==> config.mk <==
export PLATFORM = sky130hd
export DESIGN_NAME = ps2_mouse_packet_tracker
export DESIGN_NICKNAME = d
export VERILOG_FILES = /design/src/hw/rtl/ps2mt_pkg.sv /design/src/hw/rtl/ps2mt_framer.sv /design/src/hw/rtl/ps2mt_cursor.sv /design/src/hw/rtl/ps2_mouse_packet_tracker.sv
export SDC_FILE = /design/constraint.sdc
export NUM_CORES = 1
export LEC_CHECK = 0
export ABC_AREA = 1
export BUFFER_PORTS_ARGS = -buffer_cell sky130_fd_sc_hd__buf_2
export CAP_MARGIN = 20
export CORE_UTILIZATION = 59
export CTS_CLUSTER_DIAMETER = 50
export DETAILED_ROUTE_END_ITERATION = 7
export GPL_TIMING_DRIVEN = 0
export PLACE_DENSITY = 0.8
export SETUP_SLACK_MARGIN = 0.2
export SLEW_MARGIN = 20
export SYNTH_ARGS = -nofsm -noshare
export SYNTH_HDL_FRONTEND = slang
export SYNTH_HIERARCHICAL = 1
export SYNTH_SLANG_ARGS = --single-unit
==> constraint.sdc <==
create_clock -name clock -period 3.6 [get_ports clock]
set_input_delay 0.36 -clock clock [delete_from_list [all_inputs] [get_ports clock]]
set_output_delay 0.36 -clock clock [all_outputs]
set_load 0.05 [all_outputs]
==> src/hw/rtl/ps2mt_pkg.sv <==
`timescale 1ns / 1ps
package ps2mt_pkg;

   // default widths
   localparam int COORD_WIDTH_DEFAULT = 12;
   localparam int COUNT_WIDTH_DEFAULT = 32;

   // byte framing
   localparam int BYTE_WIDTH   = 8;
   localparam int BUTTON_WIDTH = 3;
   localparam logic [BYTE_WIDTH-1:0] HEADER_SYNC_MASK = 8'h08;
   localparam logic [BYTE_WIDTH-1:0] BUTTON_MASK      = 8'h07;

   // byte position codes within a three-byte packet
   localparam int POS_WIDTH = 2;
   localparam logic [POS_WIDTH-1:0] POS_HEADER = 2'd0;
   localparam logic [POS_WIDTH-1:0] POS_X      = 2'd1;
   localparam logic [POS_WIDTH-1:0] POS_Y      = 2'd2;

   // control registers
   localparam int CSR_INDEX_WIDTH = 2;
   localparam int CSR_DATA_WIDTH  = 12;
   localparam logic [CSR_INDEX_WIDTH-1:0] CSR_REPORTING_ENABLE = 2'd0;
   localparam logic [CSR_INDEX_WIDTH-1:0] CSR_COORD_MAX        = 2'd1;
   localparam logic [CSR_DATA_WIDTH-1:0]  COORD_MAX_RESET      = 12'd4095;

   // a framed packet as handed from the framer to the cursor logic
   typedef struct packed {
      logic                    complete;
      logic [BUTTON_WIDTH-1:0] buttons;
      logic [BYTE_WIDTH-1:0]   move_x;
      logic [BYTE_WIDTH-1:0]   move_y;
   } packet_type;

endpackage

==> src/hw/rtl/ps2mt_framer.sv <==
`timescale 1ns / 1ps
module ps2mt_framer (
   input  logic                                  clock,
   input  logic                                  reset,
   input  logic                                  byte_take,
   input  logic [ps2mt_pkg::BYTE_WIDTH-1:0]      data_byte,
   output logic                                  last_pending,
   output ps2mt_pkg::packet_type                 packet
);

   logic [ps2mt_pkg::POS_WIDTH-1:0]  pos_ff, pos_in;
   logic [ps2mt_pkg::BYTE_WIDTH-1:0] header_ff, header_in;
   logic [ps2mt_pkg::BYTE_WIDTH-1:0] x_ff, x_in;
   logic                             complete;

   // next byte closes a packet (position 3 behaves as the last byte)
   assign last_pending = pos_ff[1];

   // position sequencing and byte latching
   always_comb begin
      pos_in    = pos_ff;
      header_in = header_ff;
      x_in      = x_ff;
      complete  = 1'b0;
      unique case (pos_ff)
         ps2mt_pkg::POS_HEADER: begin
            // drop bytes without the sync bit to regain framing
            if (byte_take && ((data_byte & ps2mt_pkg::HEADER_SYNC_MASK) != '0)) begin
               header_in = data_byte;
               pos_in    = ps2mt_pkg::POS_X;
            end
         end
         ps2mt_pkg::POS_X: begin
            if (byte_take) begin
               x_in   = data_byte;
               pos_in = ps2mt_pkg::POS_Y;
            end
         end
         default: begin
            if (byte_take) begin
               complete = 1'b1;
               pos_in   = ps2mt_pkg::POS_HEADER;
            end
         end
      endcase
   end

   assign packet.complete = complete;
   assign packet.buttons  = ps2mt_pkg::BUTTON_WIDTH'(header_ff & ps2mt_pkg::BUTTON_MASK);
   assign packet.move_x   = x_ff;
   assign packet.move_y   = data_byte;

   always_ff @(posedge clock) begin
      if (reset) begin
         pos_ff <= ps2mt_pkg::POS_HEADER;
      end else begin
         pos_ff <= pos_in;
      end
   end

   // latched packet bytes, always written before use
   always_ff @(posedge clock) begin
      header_ff <= header_in;
      x_ff      <= x_in;
   end

endmodule

==> src/hw/rtl/ps2mt_cursor.sv <==
`timescale 1ns / 1ps
module ps2mt_cursor #(
   parameter int COORD_WIDTH = ps2mt_pkg::COORD_WIDTH_DEFAULT,
   parameter int COUNT_WIDTH = ps2mt_pkg::COUNT_WIDTH_DEFAULT
) (
   input  logic                   clock,
   input  logic                   reset,
   input  ps2mt_pkg::packet_type  packet,
   input  logic [COORD_WIDTH-1:0] coord_max,
   output logic [COORD_WIDTH-1:0] cursor_x_next,
   output logic [COORD_WIDTH-1:0] cursor_y_next,
   output logic [COUNT_WIDTH-1:0] count_next
);

   // two spare bits: one for the carry past the top, one for sign
   localparam int SW = COORD_WIDTH + 2;
   localparam int PAD = SW - ps2mt_pkg::BYTE_WIDTH;

   logic [COORD_WIDTH-1:0] cursor_x_ff, cursor_x_in;
   logic [COORD_WIDTH-1:0] cursor_y_ff, cursor_y_in;
   logic [COUNT_WIDTH-1:0] count_ff, count_in;
   logic signed [SW-1:0]   sum_x;
   logic signed [SW-1:0]   sum_y;

   function automatic logic [COORD_WIDTH-1:0] clamp_coord(
      input logic signed [SW-1:0]   v,
      input logic [COORD_WIDTH-1:0] hi
   );
      logic [COORD_WIDTH-1:0] res;
      if (v < 0) begin
         res = '0;
      end else if (v > $signed({2'b00, hi})) begin
         res = hi;
      end else begin
         res = v[COORD_WIDTH-1:0];
      end
      return res;
   endfunction

   // X adds the delta, Y subtracts it (screen Y grows downward)
   assign sum_x = $signed({2'b00, cursor_x_ff})
                + $signed({{PAD{packet.move_x[7]}}, packet.move_x});
   assign sum_y = $signed({2'b00, cursor_y_ff})
                - $signed({{PAD{packet.move_y[7]}}, packet.move_y});

   always_comb begin
      cursor_x_in = cursor_x_ff;
      cursor_y_in = cursor_y_ff;
      count_in    = count_ff;
      if (packet.complete) begin
         cursor_x_in = clamp_coord(sum_x, coord_max);
         cursor_y_in = clamp_coord(sum_y, coord_max);
         count_in    = count_ff + COUNT_WIDTH'(1);
      end
   end

   assign cursor_x_next = cursor_x_in;
   assign cursor_y_next = cursor_y_in;
   assign count_next    = count_in;

   always_ff @(posedge clock) begin
      if (reset) begin
         cursor_x_ff <= '0;
         cursor_y_ff <= '0;
         count_ff    <= '0;
      end else begin
         cursor_x_ff <= cursor_x_in;
         cursor_y_ff <= cursor_y_in;
         count_ff    <= count_in;
      end
   end

endmodule

==> src/hw/rtl/ps2_mouse_packet_tracker.sv <==
`timescale 1ns / 1ps
// The result word is valid in the cycle after a packet's third byte is taken; framing, cursor
// add and clamp fit between two registers. Throughput: one byte per cycle unless stalled.
// req_stall rises only when a packet-closing byte meets a result word still held by rsp_stall.
// Reset (synchronous, active high): reporting off, coord_max 4095, cursor and count zero,
// framing back at the header byte, no result pending.
module ps2_mouse_packet_tracker #(
   parameter int COORD_WIDTH = ps2mt_pkg::COORD_WIDTH_DEFAULT,
   parameter int COUNT_WIDTH = ps2mt_pkg::COUNT_WIDTH_DEFAULT
) (
   input  logic                                    clock,
   input  logic                                    reset,
   // control registers
   input  logic                                    csr_write_enable,
   input  logic [ps2mt_pkg::CSR_INDEX_WIDTH-1:0]   csr_index,
   input  logic [ps2mt_pkg::CSR_DATA_WIDTH-1:0]    csr_write_data,
   // byte input
   input  logic                                    req_valid,
   output logic                                    req_stall,
   input  logic [ps2mt_pkg::BYTE_WIDTH-1:0]        req_data_byte,
   // packet result
   output logic                                    rsp_valid,
   input  logic                                    rsp_stall,
   output logic [COORD_WIDTH-1:0]                  rsp_cursor_x_pos,
   output logic [COORD_WIDTH-1:0]                  rsp_cursor_y_pos,
   output logic [ps2mt_pkg::BUTTON_WIDTH-1:0]      rsp_buttons,
   output logic signed [ps2mt_pkg::BYTE_WIDTH-1:0] rsp_move_x,
   output logic signed [ps2mt_pkg::BYTE_WIDTH-1:0] rsp_move_y,
   output logic [COUNT_WIDTH-1:0]                  rsp_packets_seen
);

   logic                   enable_ff;
   logic [COORD_WIDTH-1:0] coord_max_ff;
   logic                   byte_take;
   logic                   last_pending;
   ps2mt_pkg::packet_type  packet;
   logic [COORD_WIDTH-1:0] cursor_x_next;
   logic [COORD_WIDTH-1:0] cursor_y_next;
   logic [COUNT_WIDTH-1:0] count_next;

   logic                                 rsp_valid_ff, rsp_valid_in;
   logic [COORD_WIDTH-1:0]               x_pos_ff;
   logic [COORD_WIDTH-1:0]               y_pos_ff;
   logic [ps2mt_pkg::BUTTON_WIDTH-1:0]   buttons_ff;
   logic [ps2mt_pkg::BYTE_WIDTH-1:0]     move_x_ff;
   logic [ps2mt_pkg::BYTE_WIDTH-1:0]     move_y_ff;
   logic [COUNT_WIDTH-1:0]               count_ff;

   // control register writes
   always_ff @(posedge clock) begin
      if (reset) begin
         enable_ff    <= 1'b0;
         coord_max_ff <= COORD_WIDTH'(ps2mt_pkg::COORD_MAX_RESET);
      end else if (csr_write_enable) begin
         unique case (csr_index)
            ps2mt_pkg::CSR_REPORTING_ENABLE: enable_ff    <= csr_write_data[0];
            ps2mt_pkg::CSR_COORD_MAX:        coord_max_ff <= COORD_WIDTH'(csr_write_data);
            default: ;
         endcase
      end
   end

   // hold off only the byte that would overwrite a result still waiting
   assign req_stall = rsp_valid_ff & rsp_stall & enable_ff & last_pending;
   // bytes taken while reporting is off are dropped
   assign byte_take = req_valid & ~req_stall & enable_ff;

   ps2mt_framer u_framer (
      .clock        (clock),
      .reset        (reset),
      .byte_take    (byte_take),
      .data_byte    (req_data_byte),
      .last_pending (last_pending),
      .packet       (packet)
   );

   ps2mt_cursor #(
      .COORD_WIDTH (COORD_WIDTH),
      .COUNT_WIDTH (COUNT_WIDTH)
   ) u_cursor (
      .clock         (clock),
      .reset         (reset),
      .packet        (packet),
      .coord_max     (coord_max_ff),
      .cursor_x_next (cursor_x_next),
      .cursor_y_next (cursor_y_next),
      .count_next    (count_next)
   );

   // result word valid
   always_comb begin
      priority if (packet.complete) begin
         rsp_valid_in = 1'b1;
      end else if (!rsp_stall) begin
         rsp_valid_in = 1'b0;
      end else begin
         rsp_valid_in = rsp_valid_ff;
      end
   end

   always_ff @(posedge clock) begin
      if (reset) begin
         rsp_valid_ff <= 1'b0;
      end else begin
         rsp_valid_ff <= rsp_valid_in;
      end
   end

   // result payload, loaded only with a new packet
   always_ff @(posedge clock) begin
      if (packet.complete) begin
         x_pos_ff   <= cursor_x_next;
         y_pos_ff   <= cursor_y_next;
         buttons_ff <= packet.buttons;
         move_x_ff  <= packet.move_x;
         move_y_ff  <= packet.move_y;
         count_ff   <= count_next;
      end
   end

   assign rsp_valid        = rsp_valid_ff;
   assign rsp_cursor_x_pos = x_pos_ff;
   assign rsp_cursor_y_pos = y_pos_ff;
   assign rsp_buttons      = buttons_ff;
   assign rsp_move_x       = $signed(move_x_ff);
   assign rsp_move_y       = $signed(move_y_ff);
   assign rsp_packets_seen = count_ff;

endmodule

; Word-level counts from Yosys, hierarchy flattened
; Index checks and enable logic that the tools add are counted.
[classes]
n_eq_ne = 5
muxes = 15
n_addsub = 3
shift = 0
multipliers = 0
bitwise_logic = 6
n_div = 0
reduce_logical = 10
order_cmp = 4
[ops]
columns = op, n
row1 = two-way mux 12 bit, 6
row2 = adder 32 x 1 -> 32 bit (second input constant), 1
row3 = two-way mux 32 bit, 1
row4 = > comparator 14 x 13 -> 1 bit, 2
row5 = less-than comparator 14 x 1 -> 1 bit (second input constant), 2
row6 = adder 13 x 8 -> 14 bit, 1
row7 = subtractor 13 x 8 -> 14 bit, 1
row8 = AND reduction 2 bit, 4
row9 = two-way mux 2 bit, 3
row10 = inequality test 2 x 1 -> 1 bit (second input constant), 3
row11 = AND 1 bit, 5
row12 = == test 2 x 1 -> 1 bit (second input constant), 2
row13 = zero test 2 bit, 2
row14 = two-way mux 1 bit, 4
row15 = case mux 2 bit (2 select lines), 1
row16 = AND reduction 3 bit, 1
row17 = nonzero test 2 bit, 1
row18 = OR reduction 2 bit, 1
row19 = logical AND 1 bit, 1
row20 = inverter 1 bit, 1
[totals]
mem_bits_ro = 0
latch_bits = 0
ramBits = 0
regBits = 158
wordCells = 58
input_bits = 27
n_memories = 0
out_inout_bits = 77

; Depth between registers and ports, before layout
[logic_depth]
ltp_word = 9
depth_mapped = 24
depth_no_buf = 23

; Hierarchy
; The synthesis kept the hierarchy.
[by_module_without_submodules]
columns = module, area_each_um2, instances, seq_area_each_um2, cells_per_inst
row1 = ps2mt_cursor, 5097.4, 1, 1121.1, 832
row2 = ps2_mouse_packet_tracker, 2815.2, 1, 2532.4, 146
row3 = ps2mt_framer, 500.5, 1, 370.4, 36

; Worst setup path before layout
; No wires, ideal clock.
[synth_path]
path_type = flip-flop to flip-flop
start = register rsp_valid_ff (netlist: rsp_valid)
end = register count_ff[21] (netlist: rsp_packets_seen[21]) (data pin)
slack_ns = 0.239
path_stages_with_launch = 16
setup_ns = 0.251
n_path_buf = 1
required_ns = 3.349
arrival_time_ns = 3.109
synth_period_minus_slack_ns = 3.361
cell_sequence = dfxtp_1 nand2_1 nor2_1 nor2_1 nand2_1 inv_1 buf_4 inv_2 nor2_2 nand3_1 nor3_2 nand3_1 nor2_2 or2_2 inv_1 nor2_1
[synth_via]
elab_chain_len = 9
[synth_lines]
columns = item, line
row1 = from (decl), ps2_mouse_packet_tracker.sv:41  ; logic rsp_valid_ff, rsp_valid_in;
row2 = from (signal assigned), ps2_mouse_packet_tracker.sv:105  ; rsp_valid_ff <= rsp_valid_in;
row3 = AND 1 bit (3 in series), ps2_mouse_packet_tracker.sv:64  ; assign req_stall = rsp_valid_ff & rsp_stall & enable_ff & last_pending;
row4 = net req_stall, ps2_mouse_packet_tracker.sv:19  ; output logic req_stall,
row5 = inverter 1 bit, ps2_mouse_packet_tracker.sv:66  ; assign byte_take = req_valid & ~req_stall & enable_ff;
row6 = AND 1 bit (2 in series), ps2_mouse_packet_tracker.sv:66
row7 = net byte_take, ps2_mouse_packet_tracker.sv:34  ; logic byte_take;
row8 = two-way mux 1 bit, ps2mt_framer.sv:40  ; if (byte_take) begin
row9 = two-way mux 1 bit, ps2mt_framer.sv:25  ; unique case (pos_ff)
row10 = net u_framer.complete, ps2mt_framer.sv:14  ; logic complete;
row11 = two-way mux 32 bit, ps2mt_cursor.sv:50  ; if (packet.complete) begin
row12 = net count_next[21], ps2_mouse_packet_tracker.sv:39  ; logic [COUNT_WIDTH-1:0] count_next;
row13 = to (signal assigned), ps2_mouse_packet_tracker.sv:117  ; count_ff <= count_next;
row14 = to (decl), ps2_mouse_packet_tracker.sv:47  ; logic [COUNT_WIDTH-1:0] count_ff;
; The timed path passes the listed nets, and every way through them passes these cells.
; A chain may end at the register's enable or synchronous reset.

; Worst setup path after layout
[layout_path]
start = register u_cursor.cursor_y_ff[0]
end = register y_pos_ff[1] (netlist: rsp_cursor_y_pos[1]) (data pin)
[layout_via]
elab_chain_len = 5
elab_cells_between_ends = 6
classes_between = add/sub (1) / order compare (2) / mux (3)
[layout_lines]
columns = item, line
row1 = from (decl), ps2mt_cursor.sv:20  ; logic [COORD_WIDTH-1:0] cursor_y_ff, cursor_y_in;
row2 = from (signal assigned), ps2mt_cursor.sv:68  ; cursor_y_ff <= cursor_y_in;
row3 = subtractor 13 x 8 -> 14 bit (*), ps2mt_cursor.sv:44  ; - $signed({{PAD{packet.move_y[7]}}, packet.move_y});
row4 = > comparator 14 x 13 -> 1 bit, ps2mt_cursor.sv:32  ; end else if (v > $signed({2'b00, hi})) begin
row5 = two-way mux 12 bit, ps2mt_cursor.sv:32
row6 = two-way mux 12 bit (*), ps2mt_cursor.sv:30  ; if (v < 0) begin
row7 = two-way mux 12 bit (*), ps2mt_cursor.sv:50
row8 = net cursor_y_next[1], ps2_mouse_packet_tracker.sv:38  ; logic [COORD_WIDTH-1:0] cursor_y_next;
row9 = to (signal assigned), ps2_mouse_packet_tracker.sv:113  ; y_pos_ff <= cursor_y_next;
row10 = to (decl), ps2_mouse_packet_tracker.sv:43  ; logic [COORD_WIDTH-1:0] y_pos_ff;
; Mark *: on every way through the listed nets, which the timed path passes. The rest lies on a longest branch.

==> run_results.csv <==
group,metric,value,unit
cts,clk_pin_slew_worst_paths,0.06,ns
min_path,class_of_the_tightest_hold_or_removal_check,"in2reg",
route,post_drt_via_cell_ratio,5.48,
sta,fin_skew,0.00727,ns
sta,whs,0.128,ns
cts,cts_sinks,158,
cells_and_area,layout.nets,1237,
cts,total_of_hold_buffers_inserted_after_clock_tree_synthesis,0,
yosys,syn-num-nets,1094,
route,drt_iter0_markers,796,
floorplan,standard_cell_core_area,13900,µm²
cells_and_area,layout_common_cells,"sky130_fd_sc_hd__nand2_1 (261), sky130_fd_sc_hd__inv_1 (152), sky130_fd_sc_hd__buf_2 (105), sky130_fd_sc_hd__edfxtp_1 (86), sky130_fd_sc_hd__dfxtp_1 (72)",
yosys,yosysSeqAreaShare,47.8,%
critical_path,critical_path_peak_fanout,5,
route,ant_nets,0,
yosys,synth-simple-area-share,25.9,%
critical_path,timing.critical_path.required,3.78,ns
global_route,grt_max_degree,83,
sta,rsz_0062_raised_after_global_routing,"yes",
run,max_cap_violations,0,
yosys,netlist_area,8410,µm²
critical_path,timing_startpoint_of_the_critical_path,"u_cursor/cursor_y_ff[0]$_SDFF_PP0_",
sta,timing.final.max_slew_violations,0,
sta,final_min_period_over_clock_period,95.8,%
cts,cts_inserted_buffers,17,
sta,final-hold-violation-count,0,
floorplan,dieWidth,121,µm
cells_and_area,finish.cell_count_without_fillers,1350,
place,placed_cells,1297,
yosys,synth_seq_cells,158,
global_route,grt_pass1_wl,31.1,mm
yosys,yosys_warnings,6,
cts,cts.root.buffer_cell,"sky130_fd_sc_hd__clkbuf_16",
yosys,syn-instance-count,1014,
yosys,synth-xor-area-share,3.96,%
critical_path,cp_capture_point,"rsp_cursor_y_pos[1]$_DFFE_PP_",
route,via_count,7397,
cells_and_area,final_layout_size_suffix_gt1_share,23.8,%
sta,period_needed,3.45,ns
critical_path,worst_reg2reg_path_startpoint,"u_cursor/cursor_y_ff[0]$_SDFF_PP0_",
place,detailed_place_hpwl,14.6,mm
cells_and_area,area_growth,22.9,%
global_route,grt_pass1_vias,6497,
sta,setup_total_negative_slack,0,ns
route,detailedRoute.firstPassIterationCount,6,
critical_path,register_to_register_setup_slack,0.15,ns
cells_and_area,num_antenna_cells,0,
cts,clock_latency_at_the_later_pin_of_the_worst_skew_pair,0.44,ns
status,status,"complete, no violations",
yosys,syn_area_per_cell,8.30,µm²
yosys,synth.mux.area_fraction,0,%
route,route.detailed.drc,0,
cts,cts_htree_levels,4,
floorplan,fp.dieArea,14700,µm²
cells_and_area,final_common_cell,"sky130_fd_sc_hd__nand2_1",
floorplan,num_io_pins,104,
place,buffer_ports.inserted,103,
sta,fmaxAchievable,290,MHz
pwr,power-per-cell-area,382,nW/µm²
critical_path,start_kind,"register",
yosys,yosys.cell_types.count,41,
critical_path,regToRegEndpoint,"rsp_cursor_y_pos[1]$_DFFE_PP_",
route,drt_wl_total,21.7,mm
critical_path,critPathCaptureType,"register",
yosys,synth_top_family_by_area,"simple AND/OR/NAND/NOR gates",
sta,tightest_slew,0.786,ns
sta,timing.final.setup_violations,0,
pwr,power.total,0.00395,W
global_route,grt_antenna_before_repair,0,
pwr,power_leakage,5.08,nW
route,routedWlPerCell,16.0,µm
pwr,vdd_ir_drop_max,289,µV
critical_path,worstSetupPathType,"reg2reg",
floorplan,initial_utilization,60.6,%
cts,clock_path_buffers,2,
global_route,globalRouteTotalUtil,27.9,%
sta,max_transition_margin,47.4,%
yosys,synthAdderAreaFrac,8.06,%
floorplan,core.rowCount,43,
critical_path,cp.arrival,3.63,ns
yosys,synth-compound-area-share,5.01,%
critical_path,rr_worst_depth,21,
floorplan,fp.dieH,121,µm
global_route,global_route.overflow_total,0,
cts,cts_tree,"done",
place,gp_congestion,0.928,
flip-flops by register name (all words and copies together) (netlist names):
| register | count |
|---|---|
| rsp_buttons | 3 |
| rsp_valid | 1 |
| u_framer/pos_ff | 2 |
| rsp_cursor_x_pos | 12 |
| coord_max_ff | 12 |
| u_cursor/cursor_y_ff | 12 |
| rsp_cursor_y_pos | 12 |
| rsp_move_x | 8 |
| rsp_packets_seen | 32 |
| u_cursor/cursor_x_ff | 12 |
| u_framer/x_ff | 8 |
| rsp_move_y | 8 |
| u_cursor/count_ff | 32 |
| enable_ff | 1 |
| u_framer/header_ff | 3 |
how the worst min path moves through the flow:
stage / start / end / slack [ns] / cells past startpoint
2_1_floorplan: u_framer/header_ff[0]$_DFFE_PP_ / rsp_buttons[0]$_DFFE_PP_ / 0.40 / 0
3_3_place_gp: u_framer/header_ff[2]$_DFFE_PP_ / rsp_buttons[2]$_DFFE_PP_ / 0.40 / 0
3_5_place_dp: u_framer/header_ff[2]$_DFFE_PP_ / rsp_buttons[2]$_DFFE_PP_ / 0.41 / 0
4_1_cts: req_data_byte[5] / u_framer/x_ff[5]$_DFFE_PP_ / 0.12 / 1
5_1_grt: req_data_byte[0] / u_framer/header_ff[0]$_DFFE_PP_ / 0.12 / 1
6_report: req_data_byte[5] / u_framer/x_ff[5]$_DFFE_PP_ / 0.13 / 1
what timing repair did:
item	in CTS	in global routing
endpoints found under the setup margin	48	54
hold endpoints to repair	0	0
gates resized for setup	15	75
cloned	0	2
pin swaps	4	22
buffers inserted	8	11
cell type report:
class,instances,area (µm²)
Tap cell,180,225
Sequential cell,158,4020
Inverter,160,607
Fill cell,1002,3540
Clock inverter,14,156
Buffer,29,208
Timing Repair Buffer,124,688
Clock buffer,18,439
Multi-Input combinational cell,667,3990
critical path: stages (launching register included):
cell                      delay [ns]
sky130_fd_sc_hd__dfxtp_1        0.31
sky130_fd_sc_hd__inv_1          0.09
sky130_fd_sc_hd__ha_4           0.15
sky130_fd_sc_hd__inv_4          0.05
sky130_fd_sc_hd__fa_2           0.39
sky130_fd_sc_hd__nand3_2        0.08
sky130_fd_sc_hd__nand2_2        0.09
sky130_fd_sc_hd__buf_4          0.16
sky130_fd_sc_hd__buf_4          0.13
sky130_fd_sc_hd__a31o_2         0.21
sky130_fd_sc_hd__xnor2_2        0.18
sky130_fd_sc_hd__inv_1          0.10
sky130_fd_sc_hd__ha_4           0.27
sky130_fd_sc_hd__nand3_2        0.09
sky130_fd_sc_hd__inv_2          0.06
sky130_fd_sc_hd__nand2_1        0.07
sky130_fd_sc_hd__a21oi_2        0.19
sky130_fd_sc_hd__o21a_2         0.22
sky130_fd_sc_hd__buf_6          0.13
sky130_fd_sc_hd__nand2_1        0.07
sky130_fd_sc_hd__nand3_2        0.08
sky130_fd_sc_hd__nand2_1        0.08
stage by stage:
| stage | area [µm²] | worst slack, ns | utilization, % |
|---|---|---|---|
| 2_1_floorplan | 8410 | 0.239 | - |
| 3_3_place_gp | 9150 | -0.297 | 65.9 |
| 3_5_place_dp | 9150 | -0.359 | 65.9 |
| 4_1_cts | 9890 | 0.200 | 71.2 |
| 5_1_grt | 10300 | -0.0197 | 74.5 |
| 6_report | 10300 | 0.150 | 74.5 |
report_power, final:
| part | total [W] | leakage (nW) | internal, W | switching [W] |
|---|---|---|---|---|
| Combinational | 0.000228 | 3.33 | 0.0000850 | 0.000143 |
| Clock | 0.00182 | 0.289 | 0.00105 | 0.000770 |
| Sequential | 0.00190 | 1.46 | 0.00189 | 0.00000539 |
| Total | 0.00395 | 5.08 | 0.00303 | 0.000918 |
routing by layer:
layer  routed length, µm  global-route usage [%]  up-vias  share of wire [%]
met5                   0                       0        -                  0
met4                 580                    11.4        0                2.7
met3                1790                    6.11       60                8.3
met2               10100                    43.8      351                 47
met1                9160                    37.3     3428                 42
li1                    -                       -     3558                  -
synthesized netlist by cell type (all sizes together):
master | n | share of area, %
a21o | 1 | 0.089
o21ai | 11 | 0.74
and2 | 2 | 0.15
nor3 | 18 | 1.3
inv | 160 | 7.1
xor2 | 30 | 3.1
dfxtp | 72 | 17
edfxtp | 86 | 31
nor2 | 78 | 4.0
nor4 | 3 | 0.22
xnor2 | 8 | 0.83
nand4 | 21 | 1.6
nand2 | 279 | 13
o21a | 1 | 0.089
a31o | 1 | 0.10
nor2b | 2 | 0.15
clkbuf | 8 | 0.36
nand3b | 2 | 0.18
buf | 21 | 1.7
fa | 2 | 0.48
a21oi | 62 | 3.7
and3 | 1 | 0.074
o21bai | 2 | 0.18
a31oi | 1 | 0.074
nand3 | 87 | 5.3
ha | 51 | 7.6
or2 | 4 | 0.30
kinds of logic (layout without fill, tap and decap cells):
group                    after synthesis  in the layout
AO/OA/AOI/OAI                         79             79
XOR/XNOR                              38             38
adder cells (fa/ha/maj)               53             53
buffers and inverters                189            345
flip-flops                           158            158
AND/OR/NAND/NOR                      497            497
Note: power is estimated with default switching activity, not from simulation.
